### config.mk
export PLATFORM = sky130hd
export DESIGN_NAME = lfsr_scrambled_position_generator_flat
export DESIGN_NICKNAME = d
export VERILOG_FILES = /design/src/lspg_pkg.sv /design/src/lspg_cmd_if.sv /design/src/lspg_pos_if.sv /design/src/lspg_front.sv /design/src/lspg_queue.sv /design/src/lspg_back.sv /design/src/lfsr_scrambled_position_generator.sv /design/src/flat_wrapper.sv
export SDC_FILE = /design/constraint.sdc
export NUM_CORES = 1
export LEC_CHECK = 0
export ABC_CLOCK_PERIOD_IN_PS = 8300
export BUFFER_PORTS_ARGS = -buffer_cell sky130_fd_sc_hd__clkbuf_2
export CAP_MARGIN = 20
export CORE_MARGIN = 2
export CORE_UTILIZATION = 50
export DETAILED_ROUTE_END_ITERATION = 6
export GPL_TIMING_DRIVEN = 0
export PLACE_DENSITY = 0.67
export SLEW_MARGIN = 10
export SYNTH_ARGS = -nofsm -noshare
export SYNTH_HDL_FRONTEND = slang
export SYNTH_SLANG_ARGS = --single-unit
### constraint.sdc
create_clock -name clk -period 8.3 [get_ports clk]
set_input_delay 1.245 -clock clk [delete_from_list [all_inputs] [get_ports clk]]
set_output_delay 1.245 -clock clk [all_outputs]
set_load 0.05 [all_outputs]
### src/lspg_pkg.sv
// Shared constants, codes and types for the LFSR position generator.
// No dependencies; every other file imports this package.
package lspg_pkg;

  localparam int LFSR_BITS      = 18;
  localparam int COORD_BITS     = 10;
  localparam int COUNT_BITS     = 16;
  localparam int SKIP_BITS      = 18;
  localparam int AREA_BITS      = 2 * COORD_BITS;
  localparam int DIV_BITS       = (LFSR_BITS > AREA_BITS) ? LFSR_BITS : AREA_BITS;
  localparam int STEP_BITS      = $clog2(COORD_BITS);
  localparam int QUEUE_DEPTH    = 2;
  localparam int QPTR_BITS      = $clog2(QUEUE_DEPTH);
  localparam int QCNT_BITS      = $clog2(QUEUE_DEPTH + 1);
  localparam int CFG_INDEX_BITS = 2;
  localparam int CFG_DATA_BITS  = LFSR_BITS;

  localparam logic [SKIP_BITS-1:0]  SKIP_MAX     = {SKIP_BITS{1'b1}};
  localparam logic [LFSR_BITS-1:0]  TAP_RESET    = LFSR_BITS'(2049);
  localparam logic [COORD_BITS-1:0] WIDTH_RESET  = COORD_BITS'(400);
  localparam logic [COORD_BITS-1:0] HEIGHT_RESET = COORD_BITS'(400);
  localparam logic [COUNT_BITS-1:0] TARGET_RESET = COUNT_BITS'(24000);
  localparam logic [AREA_BITS-1:0]  AREA_RESET   = AREA_BITS'(400 * 400);
  localparam logic [LFSR_BITS-1:0]  SEED_RESET   = LFSR_BITS'(1);

  typedef enum logic [2:0] {
    ST_RESTART  = 3'd0,
    ST_SKIPPED  = 3'd1,
    ST_POSITION = 3'd2,
    ST_WRAPPED  = 3'd3,
    ST_FINISHED = 3'd4
  } status_t;

  typedef enum logic [CFG_INDEX_BITS-1:0] {
    REG_TAP_MASK     = 2'd0,
    REG_IMAGE_WIDTH  = 2'd1,
    REG_IMAGE_HEIGHT = 2'd2,
    REG_TARGET_COUNT = 2'd3
  } reg_index_t;

  typedef struct packed {
    logic [LFSR_BITS-1:0]  tap_mask;
    logic [COORD_BITS-1:0] image_width;
    logic [COORD_BITS-1:0] image_height;
    logic [COUNT_BITS-1:0] target_count;
    logic [AREA_BITS-1:0]  area;
  } cfg_t;

  // One classified step, handed from front to back.
  typedef struct packed {
    status_t               status;
    logic [LFSR_BITS-1:0]  value;
    logic [COUNT_BITS-1:0] position_index;
    logic [SKIP_BITS-1:0]  skipped_total;
    logic                  last;
  } pkt_t;

endpackage

### src/lspg_cmd_if.sv
// Command channel: restart or advance requests into the generator.
// Depends on lspg_pkg.
interface lspg_cmd_if
  import lspg_pkg::*;
();
  logic                 valid;
  logic                 ready;
  logic                 cmd;
  logic [LFSR_BITS-1:0] seed;

  modport source (output valid, cmd, seed, input ready);
  modport sink   (input valid, cmd, seed, output ready);
endinterface

### src/lspg_pos_if.sv
// Result channel: one status/position record per command request.
// Depends on lspg_pkg.
interface lspg_pos_if
  import lspg_pkg::*;
();
  logic                  valid;
  logic                  ready;
  logic [2:0]            status;
  logic [COORD_BITS-1:0] x_pos;
  logic [COORD_BITS-1:0] y_pos;
  logic [COUNT_BITS-1:0] position_index;
  logic [SKIP_BITS-1:0]  skipped_total;
  logic                  last;

  modport source (output valid, status, x_pos, y_pos, position_index, skipped_total, last,
                  input ready);
  modport sink   (input valid, status, x_pos, y_pos, position_index, skipped_total, last,
                  output ready);
endinterface

### src/lspg_front.sv
// Front end: accepts command requests, steps the LFSR and classifies each value.
// Depends on lspg_pkg and lspg_cmd_if.
module lspg_front
  import lspg_pkg::*;
(
  input  logic              clk,
  input  logic              rst,
  input  cfg_t              cfg,
  lspg_cmd_if.sink          cmd_ch,
  input  logic              full,
  output logic              push,
  output pkt_t              pkt
);

  logic [LFSR_BITS-1:0]  shift_state, shift_state_next;
  logic [LFSR_BITS-1:0]  start_value, start_value_next;
  logic [COUNT_BITS-1:0] emitted_count, emitted_count_next;
  logic [SKIP_BITS-1:0]  skip_count, skip_count_next;
  logic                  finished, finished_next;

  logic [LFSR_BITS-1:0]  stepped;
  logic [COUNT_BITS-1:0] emitted_inc;
  logic [SKIP_BITS-1:0]  skip_inc;

  assign cmd_ch.ready = !full;
  assign push         = cmd_ch.valid && !full;

  assign stepped     = {^(shift_state & cfg.tap_mask), shift_state[LFSR_BITS-1:1]};
  assign emitted_inc = emitted_count + COUNT_BITS'(1);
  assign skip_inc    = (skip_count == SKIP_MAX) ? skip_count : skip_count + SKIP_BITS'(1);

  always_comb begin
    shift_state_next   = shift_state;
    start_value_next   = start_value;
    emitted_count_next = emitted_count;
    skip_count_next    = skip_count;
    finished_next      = finished;
    pkt                = '0;
    pkt.position_index = emitted_count;
    pkt.skipped_total  = skip_count;
    if (cmd_ch.cmd) begin
      shift_state_next   = cmd_ch.seed;
      start_value_next   = cmd_ch.seed;
      emitted_count_next = '0;
      skip_count_next    = '0;
      finished_next      = 1'b0;
      pkt                = '0;
      pkt.status         = ST_RESTART;
    end else if (finished) begin
      pkt.status = ST_FINISHED;
    end else begin
      shift_state_next = stepped;
      if (stepped == start_value) begin
        finished_next = 1'b1;
        pkt.status    = ST_WRAPPED;
      end else if (DIV_BITS'(stepped) >= DIV_BITS'(cfg.area)) begin
        skip_count_next   = skip_inc;
        pkt.status        = ST_SKIPPED;
        pkt.skipped_total = skip_inc;
      end else begin
        emitted_count_next = emitted_inc;
        pkt.status         = ST_POSITION;
        pkt.value          = stepped;
        if (emitted_inc >= cfg.target_count || emitted_inc == '0) begin
          pkt.last      = 1'b1;
          finished_next = 1'b1;
        end
      end
    end
  end

  always_ff @(posedge clk) begin
    if (rst) begin
      shift_state   <= SEED_RESET;
      start_value   <= SEED_RESET;
      emitted_count <= '0;
      skip_count    <= '0;
      finished      <= 1'b0;
    end else if (push) begin
      shift_state   <= shift_state_next;
      start_value   <= start_value_next;
      emitted_count <= emitted_count_next;
      skip_count    <= skip_count_next;
      finished      <= finished_next;
    end
  end

endmodule

### src/lspg_queue.sv
// Short FIFO of classified steps between front and back.
// Depends on lspg_pkg.
module lspg_queue
  import lspg_pkg::*;
(
  input  logic clk,
  input  logic rst,
  input  logic push,
  input  pkt_t push_pkt,
  output logic full,
  input  logic pop,
  output pkt_t head,
  output logic empty
);

  pkt_t                 slots [QUEUE_DEPTH];
  logic [QPTR_BITS-1:0] wr_ptr, rd_ptr;
  logic [QCNT_BITS-1:0] count;

  assign full  = (count == QCNT_BITS'(QUEUE_DEPTH));
  assign empty = (count == '0);
  assign head  = slots[rd_ptr];

  always_ff @(posedge clk) begin
    if (push) begin
      slots[wr_ptr] <= push_pkt;
    end
  end

  always_ff @(posedge clk) begin
    if (rst) begin
      wr_ptr <= '0;
      rd_ptr <= '0;
      count  <= '0;
    end else begin
      if (push) begin
        wr_ptr <= (wr_ptr == QPTR_BITS'(QUEUE_DEPTH - 1)) ? '0 : wr_ptr + QPTR_BITS'(1);
      end
      if (pop) begin
        rd_ptr <= (rd_ptr == QPTR_BITS'(QUEUE_DEPTH - 1)) ? '0 : rd_ptr + QPTR_BITS'(1);
      end
      if (push && !pop) begin
        count <= count + QCNT_BITS'(1);
      end else if (pop && !push) begin
        count <= count - QCNT_BITS'(1);
      end
    end
  end

endmodule

### src/lspg_back.sv
// Back end: splits positions into x/y with a bit-serial divider, holds the result.
// Depends on lspg_pkg and lspg_pos_if.
module lspg_back
  import lspg_pkg::*;
(
  input  logic              clk,
  input  logic              rst,
  input  logic [COORD_BITS-1:0] image_width,
  input  pkt_t              head,
  input  logic              empty,
  output logic              pop,
  lspg_pos_if.source        pos_ch
);

  typedef enum logic [2:0] {
    B_IDLE = 3'b001,
    B_DIV  = 3'b010,
    B_HOLD = 3'b100
  } bstate_t;

  bstate_t               state;
  pkt_t                  hold;
  logic [DIV_BITS-1:0]   rem;
  logic [DIV_BITS-1:0]   dvs;
  logic [COORD_BITS-1:0] quo;
  logic [STEP_BITS-1:0]  step;
  logic                  fits;

  assign pop  = (state == B_IDLE) && !empty;
  assign fits = (rem >= dvs);

  always_ff @(posedge clk) begin
    if (rst) begin
      state <= B_IDLE;
    end else begin
      unique case (state)
        B_IDLE: begin
          if (!empty) begin
            state <= (head.status == ST_POSITION) ? B_DIV : B_HOLD;
          end
        end
        B_DIV: begin
          if (step == '0) begin
            state <= B_HOLD;
          end
        end
        B_HOLD: begin
          if (pos_ch.ready) begin
            state <= B_IDLE;
          end
        end
        default: state <= B_IDLE;
      endcase
    end
  end

  // Restoring division: quotient bits MSB first, divisor walks right.
  always_ff @(posedge clk) begin
    if (pop) begin
      hold <= head;
      quo  <= '0;
      step <= STEP_BITS'(COORD_BITS - 1);
      if (head.status == ST_POSITION) begin
        rem <= DIV_BITS'(head.value);
        dvs <= DIV_BITS'(image_width) << (COORD_BITS - 1);
      end else begin
        rem <= '0;
        dvs <= '0;
      end
    end else if (state == B_DIV) begin
      if (fits) begin
        rem <= rem - dvs;
      end
      quo  <= {quo[COORD_BITS-2:0], fits};
      dvs  <= dvs >> 1;
      step <= step - STEP_BITS'(1);
    end
  end

  assign pos_ch.valid          = (state == B_HOLD);
  assign pos_ch.status         = hold.status;
  assign pos_ch.x_pos          = rem[COORD_BITS-1:0];
  assign pos_ch.y_pos          = quo;
  assign pos_ch.position_index = hold.position_index;
  assign pos_ch.skipped_total  = hold.skipped_total;
  assign pos_ch.last           = hold.last;

`ifndef SYNTH
  a_rem_below_width: assert property (@(posedge clk) disable iff (rst)
    (pos_ch.valid && pos_ch.status == ST_POSITION) |-> (rem < DIV_BITS'(image_width)))
    else $error("remainder not below width at output");

  a_no_coord_off_position: assert property (@(posedge clk) disable iff (rst)
    (pos_ch.valid && pos_ch.status != ST_POSITION) |-> (pos_ch.x_pos == '0 && pos_ch.y_pos == '0))
    else $error("coordinates set on a non-position result");

  a_div_then_hold: assert property (@(posedge clk) disable iff (rst)
    (state == B_DIV && step == '0) |=> (state == B_HOLD))
    else $error("divider did not finish into hold");

  a_pop_only_idle: assert property (@(posedge clk) disable iff (rst)
    pop |=> (state == B_DIV || state == B_HOLD))
    else $error("popped entry not taken up");
`endif

endmodule

### src/lfsr_scrambled_position_generator.sv
// Top level of the LFSR scrambled position generator.
// Depends on lspg_pkg, lspg_cmd_if, lspg_pos_if, lspg_front, lspg_queue, lspg_back.
//
// Usage:
//   cmd_ch  (valid/ready) carries requests: cmd=1 restarts from seed, cmd=0 advances
//           the 18-bit Fibonacci LFSR one step.
//   pos_ch  (valid/ready) returns exactly one record per request: status, x/y of an
//           in-range value (value mod / div image_width), position index, skip count
//           and the last flag.
//   wr_en/wr_index/wr_data write tap_mask, image_width, image_height, target_count
//           (indexes 0..3); write only while no request is in flight.
// Flow: a restart, skip, wrap or finished request is written into the queue, popped
//   into the back end's hold state and then raises pos_ch.valid; a position first
//   passes the back end's bit-serial divider, which forms COORD_BITS (10) quotient bits.
//   The back end pops the next entry only after the current record has left pos_ch,
//   so the divider and the receiver set the rate at which records leave.
// The front end classifies a request in the cycle it is accepted and parks it in a
//   2-entry queue, so it keeps taking requests while the back end divides or while
//   pos_ch is stalled; cmd_ch.ready drops only when the queue is full.
// Reset (rst, synchronous): LFSR and seed are 1, counts clear, registers take their
//   defaults (mask 2049, 400 x 400, target 24000), queue and output empty.
// A stalled receiver holds the record on pos_ch unchanged until it is taken.
module lfsr_scrambled_position_generator
  import lspg_pkg::*;
(
  input  logic                      clk,
  input  logic                      rst,
  lspg_cmd_if.sink                  cmd_ch,
  lspg_pos_if.source                pos_ch,
  input  logic                      wr_en,
  input  logic [CFG_INDEX_BITS-1:0] wr_index,
  input  logic [CFG_DATA_BITS-1:0]  wr_data
);

  cfg_t cfg;
  logic push, pop, full, empty;
  pkt_t push_pkt, head;

  logic [COORD_BITS-1:0] wr_coord;
  assign wr_coord = wr_data[COORD_BITS-1:0];

  // Configuration registers; the area product is refreshed on a width or height
  // write so the range test never needs a multiplier in the request path.
  always_ff @(posedge clk) begin
    if (rst) begin
      cfg.tap_mask     <= TAP_RESET;
      cfg.image_width  <= WIDTH_RESET;
      cfg.image_height <= HEIGHT_RESET;
      cfg.target_count <= TARGET_RESET;
      cfg.area         <= AREA_RESET;
    end else if (wr_en) begin
      unique case (reg_index_t'(wr_index))
        REG_TAP_MASK: begin
          cfg.tap_mask <= wr_data[LFSR_BITS-1:0];
        end
        REG_IMAGE_WIDTH: begin
          cfg.image_width <= wr_coord;
          cfg.area        <= AREA_BITS'(wr_coord) * AREA_BITS'(cfg.image_height);
        end
        REG_IMAGE_HEIGHT: begin
          cfg.image_height <= wr_coord;
          cfg.area         <= AREA_BITS'(cfg.image_width) * AREA_BITS'(wr_coord);
        end
        REG_TARGET_COUNT: begin
          cfg.target_count <= wr_data[COUNT_BITS-1:0];
        end
        default: begin
          cfg.tap_mask <= cfg.tap_mask;
        end
      endcase
    end
  end

  lspg_front u_front (
    .clk    (clk),
    .rst    (rst),
    .cfg    (cfg),
    .cmd_ch (cmd_ch),
    .full   (full),
    .push   (push),
    .pkt    (push_pkt)
  );

  lspg_queue u_queue (
    .clk      (clk),
    .rst      (rst),
    .push     (push),
    .push_pkt (push_pkt),
    .full     (full),
    .pop      (pop),
    .head     (head),
    .empty    (empty)
  );

  lspg_back u_back (
    .clk         (clk),
    .rst         (rst),
    .image_width (cfg.image_width),
    .head        (head),
    .empty       (empty),
    .pop         (pop),
    .pos_ch      (pos_ch)
  );

endmodule
### src/flat_wrapper.sv
// flat-port wrapper written by rule: the top's interface ports become plain ports
module lfsr_scrambled_position_generator_flat import lspg_pkg::*;
  (clk, rst, wr_en, wr_index, wr_data, cmd_ch_valid, cmd_ch_cmd, cmd_ch_seed, cmd_ch_ready, pos_ch_valid, pos_ch_status, pos_ch_x_pos, pos_ch_y_pos, pos_ch_position_index, pos_ch_skipped_total, pos_ch_last, pos_ch_ready);
  lspg_cmd_if cmd_ch_i ();
  lspg_pos_if pos_ch_i ();
  input  logic clk;
  input  logic rst;
  input  logic wr_en;
  input  logic [CFG_INDEX_BITS-1:0] wr_index;
  input  logic [CFG_DATA_BITS-1:0] wr_data;
  input wire logic [$bits(cmd_ch_i.valid)-1:0] cmd_ch_valid;
  input wire logic [$bits(cmd_ch_i.cmd)-1:0] cmd_ch_cmd;
  input wire logic [$bits(cmd_ch_i.seed)-1:0] cmd_ch_seed;
  output wire logic [$bits(cmd_ch_i.ready)-1:0] cmd_ch_ready;
  output wire logic [$bits(pos_ch_i.valid)-1:0] pos_ch_valid;
  output wire logic [$bits(pos_ch_i.status)-1:0] pos_ch_status;
  output wire logic [$bits(pos_ch_i.x_pos)-1:0] pos_ch_x_pos;
  output wire logic [$bits(pos_ch_i.y_pos)-1:0] pos_ch_y_pos;
  output wire logic [$bits(pos_ch_i.position_index)-1:0] pos_ch_position_index;
  output wire logic [$bits(pos_ch_i.skipped_total)-1:0] pos_ch_skipped_total;
  output wire logic [$bits(pos_ch_i.last)-1:0] pos_ch_last;
  input wire logic [$bits(pos_ch_i.ready)-1:0] pos_ch_ready;
  assign cmd_ch_i.valid = cmd_ch_valid;
  assign cmd_ch_i.cmd = cmd_ch_cmd;
  assign cmd_ch_i.seed = cmd_ch_seed;
  assign cmd_ch_ready = cmd_ch_i.ready;
  assign pos_ch_valid = pos_ch_i.valid;
  assign pos_ch_status = pos_ch_i.status;
  assign pos_ch_x_pos = pos_ch_i.x_pos;
  assign pos_ch_y_pos = pos_ch_i.y_pos;
  assign pos_ch_position_index = pos_ch_i.position_index;
  assign pos_ch_skipped_total = pos_ch_i.skipped_total;
  assign pos_ch_last = pos_ch_i.last;
  assign pos_ch_i.ready = pos_ch_ready;
  lfsr_scrambled_position_generator u_core (.clk(clk), .rst(rst), .cmd_ch(cmd_ch_i), .pos_ch(pos_ch_i), .wr_en(wr_en), .wr_index(wr_index), .wr_data(wr_data));
endmodule
==> reports/summary.txt <==
CTS sink count: 356
fin crit share: 0.812
Core ar.: 45400 sq um
top-count cell post-synth: nand2_1
Lkg Pwr: 11.0 nW
multiplexer share of the synthesized area: 0.0383
Max Freq: 148 MHz
asr flop ratio synth: 0
Post-synth EDFFs: 189
chip width: 218 microns
RSZ-0062 raised after global routing: false
hold crit path type: flip-flop to flip-flop
status: completed
commonest cells in the synthesized netlist: nand2_1, inv_1, edfxtp_1, ha_1, dfxtp_1
num ports: 104
R2R cell count: 20
fraction of the mapped netlist area in compound gates: 0.103
critical-path maximum fanout: 10
Avg Cell Area, Syn: 9.81 sq um
Die H: 218 microns
ratio of cells with drive above 1 in the final layout: 0.0969
synthesized-area fraction occupied by adder cells: 0.202
Root Driver: clkbuf_16
postcts setup bufs: 0
Total GRT Usage: 0.259
Synth top area share: 0.247
syn nets: 2683
main combinational cell family by area after synthesis: adder cells
Worst-Margin Slew: 1080 ps
first-pass GRT wire length: 95600 microns
max-slew violation count: 0
Starting Density: 0.507
Post-Synthesis Cells: 2343
Unique masters post-synth: 66
HP Start: u_core.cfg[41]
Worst VDD drop: 0.282 mV
Synth area leader: edfxtp_1
synthesis warning total: 0
area share of and/or/nand/nor cells after synthesis: 0.162
headroom to the max-slew limit: 0.274
fill count: 3962
WL per Instance: 19.3 microns
total negative slack: 0 ps
top_reg_cell synth: edfxtp_1
power consumption: 0.00768 W
CP Class: input port to flip-flop
largest net degree at the start of global routing: 57
Initial DRC Count: 1310
post-synthesis register bit count: 356
Antenna Violating Nets Remaining: 0
sequential area share after synthesis: 0.392
hpwl dp: 45300 microns
register area: 9020 sq um
hold endpoint: u_core.cfg[41]
gr ovfl total: 0
Clock Latency Late Sink: 570 ps
CTS Buffer Depth: 3
Post-CTS Resized: 0
CTS Hold Buffers Added: 0
# DRC: 0
DR pass1 iterations: 6
via count of the first global-routing pass: 17460
PwrDens: 299 nW/um^2
fin nets: 2828
Area Growth Syn to Fin: 11.8%
Fin Hold WS: 453 ps
crit start category: input port
antenna violations before repair: 2
mapped cell area: 23000 sq um
combined area of the multi-input logic cells: 12700 sq um
Port Buffers: 101
Hold Path Depth: 2
final hold vios: 0
Post-Route WL: 60200 microns
Clock transition at path regs: 60 ps
Arr. time, crit path: 7180 ps
antenna cells: 0
Final setup violation count: 0
FF-to-FF setup slack: 2320 ps
H-tree levels: 2
Reg-to-Reg Start: u_core.cfg[40]
max-cap violation count: 0
gp weighted congestion: 0.886
synth top area cells: edfxtp_1, dfxtp_1, fa_1
routed vias: 17371
area share of xor/xnor cells in the synthesized design: 0.0470
Crit path required time: 8740 ps
Clock Skew: 20.8 ps
drt via density: 5.57
DIE AREA: 47700 sq um
Cell Rows: 78
CTS buffer count: 39
worst r2r dst: u_core.cfg[14]
critical path endpoint category: flip-flop
Tmin final: 6740 ps
TritonCTS clock tree: yes
layout make-up:
cell class | instances | share of cell area
Tap cell | 600 | 0.0292
Timing Repair Buffer | 104 | 0.0226
Clock inverter | 20 | 0.0112
Sequential cell | 356 | 0.351
Buffer | 136 | 0.0217
Inverter | 193 | 0.0282
Clock buffer | 52 | 0.0424
Multi-Input combinational cell | 1658 | 0.494
critical path, stage by stage:
cell and delay [ps]:
clkbuf_2 280, clkbuf_1 580, nand2_1 170, fa_1 530
fa_1 500, inv_1 60, fa_1 500, fa_1 590
inv_1 70, fa_1 530, inv_1 40, ha_1 350
and3_1 210, and3_1 190, a21oi_1 190, nand2_1 130
o21a_1 180, nor3_1 160, nor3_1 110, a2111oi_0 470
a31oi_1 70
power by group:
group | switching [W] | internal [W] | leakage, nW
sequential | 0.000167 | 0.00240 | 3.18
clock | 0.000753 | 0.00112 | 0.672
combinational | 0.00210 | 0.00114 | 7.16
total | 0.00302 | 0.00466 | 11.0
cell usage in the layout (no fill, tap or decap), types with 36 or more instances in the layout:
cell type | synthesis | layout
a211oi_1 | 36 | 36
a21oi_1 | 157 | 157
and2_1 | 154 | 154
clkbuf_1 | 115 | 122
clkbuf_16 | 0 | 40
clkbuf_2 | 0 | 101
dfxtp_1 | 167 | 167
edfxtp_1 | 189 | 189
fa_1 | 125 | 125
ha_1 | 171 | 171
inv_1 | 192 | 192
mux2_2 | 48 | 48
nand2_1 | 312 | 312
nand3_1 | 47 | 47
nor2_1 | 113 | 112
o21ai_0 | 67 | 67
xnor2_1 | 62 | 62
xor2_1 | 54 | 54
worst max-delay path by stage:
stage | start | end | slack [ps] | cells after the start
after floorplan | wr_data[5] | u_core.cfg[19] | 2180 | 20
after detailed placement | wr_data[7] | u_core.cfg[14] | 1150 | 21
after global routing | wr_data[2] | u_core.cfg[14] | 1320 | 21
final | wr_data[2] | u_core.cfg[14] | 1560 | 21
after global placement | wr_data[7] | u_core.cfg[14] | 1260 | 21
after CTS | wr_data[7] | u_core.cfg[14] | 1680 | 21
state kept, by name, indices dropped and copies added, names as in the netlist, named ones only:
signal,count
u_core.u_queue.rd_ptr,1
u_core.u_queue.slots,112
u_core.u_front.start_value,18
u_core.u_back.rem,20
u_core.u_front.shift_state,18
u_core.u_back.state,3
u_core.u_back.pos_ch.y_pos,10
u_core.u_back.pos_ch.position_index,16
u_core.u_queue.count,2
u_core.u_front.emitted_count,16
u_core.u_back.pos_ch.status,3
u_core.cfg,74
u_core.u_front.finished,1
u_core.u_queue.wr_ptr,1
u_core.u_front.skip_count,18
u_core.u_back.pos_ch.last,1
u_core.u_back.dvs,19
u_core.u_back.pos_ch.skipped_total,18
u_core.u_back.step,4
per-layer routing:
layer  routed length (microns)  up-vias  global-route usage
met3                      3700      107              0.0441
li1                          -     8243                   -
met1                     26900     8524               0.350
met4                      1780        2              0.0848
met2                     27900      495               0.422
met5                        12        -                   0
through the flow:
| step | util | area, sq um | worst slack [ps] | cells |
|---|---|---|---|---|
| after floorplan | - | 23000 | 2180 | 2343 |
| after global placement | 0.534 | 24300 | 1260 | 3044 |
| after detailed placement | 0.536 | 24300 | 1150 | 3047 |
| after CTS | 0.567 | 25700 | 1680 | 3119 |
| after global routing | 0.567 | 25700 | 1320 | 3119 |
| final | 0.567 | 25700 | 1560 | 3119 |
kinds of logic after synthesis:
| logic type | after synthesis |
|---|---|
| fa+ha+maj | 296 |
| buf+inv | 329 |
| simple gates | 775 |
| flops | 356 |
| compound gates | 386 |
| mux | 82 |
| xor+xnor | 119 |
Note: power is estimated with default switching activity, not from simulation.
